$ cat src/rtl/nx32_pkg.sv
// Shared types and round functions for the NORX32 permutation pipeline.
// Used by nx32_round_stage and norx32_permutation; depends on nothing.
package nx32_pkg;

  localparam int unsigned WORD_W   = 32;
  localparam int unsigned NWORDS   = 16;
  localparam int unsigned STATE_W  = WORD_W * NWORDS;
  localparam int unsigned TAG_W    = 8;
  localparam int unsigned ROUND_W  = 5;
  localparam int unsigned RCNT_W   = ROUND_W + 1;
  localparam logic [ROUND_W-1:0] ROUND_RESET = ROUND_W'(4);

  typedef logic [WORD_W-1:0] word_t;
  typedef word_t [NWORDS-1:0] state_t;

  typedef struct packed {
    word_t a;
    word_t b;
    word_t c;
    word_t d;
  } quad_t;

  function automatic word_t hmix(word_t x, word_t y);
    hmix = x ^ y ^ ((x & y) << 1);
  endfunction

  function automatic word_t rotr(word_t x, int unsigned r);
    rotr = (x >> r) | (x << (WORD_W - r));
  endfunction

  function automatic quad_t gfun(word_t a_in, word_t b_in, word_t c_in, word_t d_in);
    word_t a;
    word_t b;
    word_t c;
    word_t d;
    a = hmix(a_in, b_in);
    d = rotr(d_in ^ a, 8);
    c = hmix(c_in, d);
    b = rotr(b_in ^ c, 11);
    a = hmix(a, b);
    d = rotr(d ^ a, 16);
    c = hmix(c, d);
    b = rotr(b ^ c, 31);
    gfun = '{a: a, b: b, c: c, d: d};
  endfunction

  // Column step: G on (0,4,8,12) (1,5,9,13) (2,6,10,14) (3,7,11,15).
  function automatic state_t col_step(state_t s);
    state_t o;
    quad_t  q;
    o = s;
    for (int i = 0; i < 4; i++) begin
      q = gfun(s[i], s[i+4], s[i+8], s[i+12]);
      o[i]    = q.a;
      o[i+4]  = q.b;
      o[i+8]  = q.c;
      o[i+12] = q.d;
    end
    col_step = o;
  endfunction

  // Diagonal step: G on (0,5,10,15) (1,6,11,12) (2,7,8,13) (3,4,9,14).
  function automatic state_t diag_step(state_t s);
    state_t o;
    quad_t  q;
    o = s;
    for (int i = 0; i < 4; i++) begin
      q = gfun(s[i], s[4 + ((i + 1) % 4)], s[8 + ((i + 2) % 4)], s[12 + ((i + 3) % 4)]);
      o[i]                  = q.a;
      o[4 + ((i + 1) % 4)]  = q.b;
      o[8 + ((i + 2) % 4)]  = q.c;
      o[12 + ((i + 3) % 4)] = q.d;
    end
    diag_step = o;
  endfunction

endpackage

$ cat src/rtl/nx32_round_stage.sv
// One pipeline stage: a column or a diagonal step of one round, registered.
// The step is skipped when the round lies beyond the active round count.
// Depends on nx32_pkg.
module nx32_round_stage import nx32_pkg::*; #(
  parameter bit          DIAG      = 1'b0,
  parameter int unsigned ROUND_IDX = 0
) (
  input  logic              clk_i,
  input  logic              rst_ni,
  input  logic              in_valid_i,
  output logic              in_ready_o,
  input  state_t            in_state_i,
  input  logic [RCNT_W-1:0] rounds_i,
  output logic              out_valid_o,
  input  logic              out_ready_i,
  output state_t            out_state_o
);

  logic   valid_q;
  state_t state_q;
  state_t state_d;
  logic   active;

  assign active     = rounds_i > RCNT_W'(ROUND_IDX);
  assign in_ready_o = !valid_q || out_ready_i;

  always_comb begin
    if (!active) begin
      state_d = in_state_i;
    end else if (DIAG) begin
      state_d = diag_step(in_state_i);
    end else begin
      state_d = col_step(in_state_i);
    end
  end

  always_ff @(posedge clk_i or negedge rst_ni) begin
    if (!rst_ni) begin
      valid_q <= 1'b0;
    end else if (in_ready_o) begin
      valid_q <= in_valid_i;
    end
  end

  always_ff @(posedge clk_i) begin
    if (in_ready_o && in_valid_i) begin
      state_q <= state_d;
    end
  end

  assign out_valid_o = valid_q;
  assign out_state_o = state_q;

endmodule

$ cat config.mk
export PLATFORM = sky130hd
export DESIGN_NAME = nx32_round_stage
export DESIGN_NICKNAME = d
export VERILOG_FILES = /design/src/rtl/nx32_pkg.sv /design/src/rtl/nx32_round_stage.sv
export SDC_FILE = /design/constraint.sdc
export NUM_CORES = 2
export LEC_CHECK = 0
export BUFFER_PORTS_ARGS = -buffer_cell sky130_fd_sc_hd__buf_2
export CORE_AREA = 3 3 403 405
export CTS_BUF_LIST = sky130_fd_sc_hd__clkbuf_4 sky130_fd_sc_hd__clkbuf_8
export DETAILED_ROUTE_END_ITERATION = 8
export DIE_AREA = 0 0 406 408
export GPL_TIMING_DRIVEN = 0
export HOLD_SLACK_MARGIN = 0.03
export PLACE_DENSITY = 0.53
export SLEW_MARGIN = 20
export SYNTH_ARGS = -nofsm -noshare
export SYNTH_HDL_FRONTEND = slang
export SYNTH_SLANG_ARGS = --single-unit
$ cat constraint.sdc
create_clock -name clk_i -period 12.6 [get_ports clk_i]
set_input_delay 1.26 -clock clk_i [delete_from_list [all_inputs] [get_ports clk_i]]
set_output_delay 1.26 -clock clk_i [all_outputs]
set_load 0.03 [all_outputs]
# Word-level counts from Yosys, hierarchy flattened
# Cells that the tools add are included.
word_totals:
  reg_bits: 513
  in_bits: 522
  output_inout_bits: 514
op_classes:
  magnitude_cmp: 1
  n_mux: 1
  bitwise: 80
  reduce_logical: 3
op_table:
  columns: ["op", "count"]
  rows:
  - ["32-bit XOR", 48]
  - ["512-bit two-way mux", 1]
  - ["31-bit AND", 16]
  - ["1-bit by 32-bit OR with 32-bit output", 4]
  - ["16-bit by 32-bit OR with 32-bit output", 4]
  - ["21-bit by 32-bit OR with 32-bit output", 4]
  - ["24-bit by 32-bit OR with 32-bit output", 4]
  - ["6-bit by 1-bit > comparator with 1-bit output (second input constant)", 1]
  - ["1-bit logical AND", 1]
  - ["1-bit logical NOT", 1]
  - ["1-bit logical OR", 1]

# Logic depth before layout (Yosys ltp)
logic_depth:
  depth_word: 17
  mapped_depth: 15
  ltp_nobuf: 15

# Worst setup path before layout
# Ideal clock, no wire load.
synth_path:
  kind: "input to register"
  start: "input port out_ready_i"
  end: "register state_q, in the netlist out_state_o[0], enable pin"
  setup_ps: 941
  arrival_time_ps: 13175
  required_ps: 11659
  setup_slack_ps: -1515
  cell_stages: 2
  path_buffers: 0
  cell_sequence: "nand2b_1 > and2_1"
synth_between:
  elab_chain_len: 2
synth_rtl:
  columns: ["element", "line", "source"]
  rows:
  - ["from (decl)", "nx32_round_stage.sv:15", "input logic out_ready_i,"]
  - ["1-bit logical OR", "nx32_round_stage.sv:25", "assign in_ready_o = !valid_q || out_ready_i;"]
  - ["1-bit logical AND", "nx32_round_stage.sv:46", "if (in_ready_o && in_valid_i) begin"]
  - ["to (signal assigned)", "nx32_round_stage.sv:47", "state_q <= state_d;"]
  - ["to (decl)", "nx32_round_stage.sv:20", "state_t state_q;"]
# Every way passes these cells.
# A chain may end at the register's enable or synchronous reset.

==> results.ini <==
[clock_network]
cts.hold.buffers_added = 0
clock-sinks = 513
clk_pin_slew_ns = 0.06
cts.repair.resized = 0
clock_latency_ns = 0.79
clockRootBuffer = clkbuf_8
cts_buffer_depth = 3
htree_levels = 3
tritoncts = done
cts_made_buffers = 99
cts_setup_buffers = 0

[synthesis]
ys_seq_area_share_pct = 41.8
synthTopCellsByArea = edfxtp_1, ha_1, xor2_1
synth.distinct_cells = 26
avgSynthCellArea_um2 = 11.8
synth_common_cells = xor2_1, edfxtp_1, ha_1, nor2_1, xnor2_1
synth-seq-cells = 513
synth_most_common_cell = xor2_1
synth_top_area_share_pct = 41.8
synth_edf_count = 512
synthesis.area_mm2 = 0.0368
syn_inst = 3122
ys.warnings.count = 0
synth_top_cell_by_area = edfxtp_1
ys.flop_type = edfxtp_1
syn_nets = 4140
async_flop_share_pct = 0.195

[worst_setup_path]
cp.required_ns = 13.14
critPathKind = in2reg
end_kind = flip-flop
cp-start-kind = primary input
path_max_fanout = 3
worstPathArrival_ns = 6.21

[global_route]
grt_use_total_pct = 24.8
grt_pass1_wl_mm = 276
overflow = 0
antenna_found_initial = 38
grt_max_degree = 60
first_global_vias = 30737

[routing]
post_drt_wl_per_cell_um = 32.9
drt_wl_total_mm = 211
ant_nets = 0
drt_iter0_markers = 2795
drc = 0
vias = 29926
dr.pass1.iters = 6
routed_via_density = 4.65

[layout]
syn_to_final_growth_pct = 28.7
drive_gt1_share_pct = 33.2
layout.nets = 5299
post-route-util_pct = 29.8
fill_cells = 16677
fin_area_mm2 = 0.0474

[timing]
fin_skew_ns = 0.0388
post-route-period-util_pct = 45.1
hold_violations = 0
setup-violations-final = 0
tightest_slew_ns = 1.20
rsz0062_at_grt = no
tns_ns = 0
maxSlewHeadroom_pct = 20.3
finalCriticalPeriod_ns = 5.68
slew_viol_final = 0
hold_slack_ns = 0.234
fmax_mhz = 176

[die]
rows = 146
die_height_um = 408
io_pins = 1036
start_util_pct = 23.2
die_w_um = 406
design.core.area_mm2 = 0.159
die_area_mm2 = 0.166

[pwr]
ir_worst_vdd_mv = 0.143
powerDensity_mw_per_mm2 = 362
leakage_nw = 21.4

[hold_path]
hold_path.class = in2async

[status]
run_status = complete, no violations

[placement]
port_buffers = 1035
dp_hpwl_mm = 182
place.gp.congestion = 0.986
dpl_cell_area_mm2 = 0.0452

[run]
cap_viol_max_count = 0

-- through the flow --
step,setup slack (ns),power [mW],std cells
6_report,6.92,17.1,6437
5_1_grt,7.04,17.9,6431
3_5_place_dp,6.24,15.1,6252
3_3_place_gp,1.07,15.2,6229
2_1_floorplan,4.22,10.8,3122
4_1_cts,7.15,17.1,6428
-- layout by cell type, fill, tap and decap left out, drive strengths merged --
cell type,instances
buf,1083
xor2,701
edfxtp,512
ha,496
nor2,435
xnor2,292
a21oi,240
clkbuf,189
mux2,179
inv,67
nand2,61
clkinv,32
xnor3,21
o21ai,13
bufinv,12
diode,9
clkinvlp,9
xor3,8
nand2b,2
nand3,1
and3,1
and2,1
dfrtp,1
-- critical path, stage by stage --
cell     delay (ns)
buf_2          0.13
ha_1           0.28
xor2_1         0.28
xor2_1         0.48
ha_1           0.35
xor2_1         0.23
xor2_1         0.55
ha_1           0.35
xor2_1         0.47
xor2_1         0.15
xnor2_1        0.43
ha_1           0.32
xnor2_1        0.36
xor2_1         0.12
a21oi_1        0.43
-- sequential cells by signal, summed over array words and instances (netlist names) --
name         count
out_state_o    512
out_valid_o      1
-- where the power goes --
part	total (mW)	internal (mW)	switching, mW
Sequential	3.83	3.52	0.311
Combinational	11.4	3.87	7.54
Clock	1.89	1.05	0.835
Total	17.1	8.45	8.68
-- final timing paths --
check                                         to  slack, ns       startpoint  cells past startpoint
worst max-delay path            out_state_o[200]       6.92  in_state_i[202]                     15
worst min-delay path                 out_valid_o       0.23           rst_ni                      1
worst max register to register  out_state_o[229]      10.03      out_valid_o                      5
worst min register to register       out_valid_o       0.56      out_valid_o                      2
max in group asynchronous            out_valid_o      12.28           rst_ni                      1
min in group clk_i                   out_valid_o       0.56      out_valid_o                      2
-- final cells by class --
| cell class | instances | area [um2] | area share, % |
|---|---|---|---|
| Tap cell | 2072 | 2590 | 5.47 |
| Antenna cell | 9 | 22.5 | 0.0475 |
| Clock buffer | 120 | 1530 | 3.22 |
| Inverter | 64 | 240 | 0.507 |
| Buffer | 94 | 402 | 0.848 |
| Multi-Input combinational cell | 2451 | 20800 | 43.9 |
| Clock inverter | 56 | 612 | 1.29 |
| Sequential cell | 513 | 15400 | 32.5 |
| Timing Repair Buffer | 1058 | 5780 | 12.2 |
-- logic make-up after synthesis --
| group | count (synthesis) | share of synthesized area (%) |
|---|---|---|
| AO/OA/AOI/OAI | 253 | 3.44 |
| XOR/XNOR | 1022 | 25.6 |
| adder cells (fa/ha/maj) | 496 | 16.9 |
| buffers and inverters | 158 | 1.68 |
| flip-flops | 513 | 41.8 |
| multiplexers | 179 | 5.48 |
| AND/OR/NAND/NOR | 501 | 5.14 |
-- layer usage --
metal | global-route usage, % | vias up | wire length [um]
li1 | - | 13158 | -
met1 | 32.3 | 15007 | 89600
met2 | 41.4 | 1505 | 100000
met3 | 5.47 | 238 | 16400
met4 | 6.12 | 18 | 5050
met5 | 0 | - | 111
(Power assumes the default switching activity.)
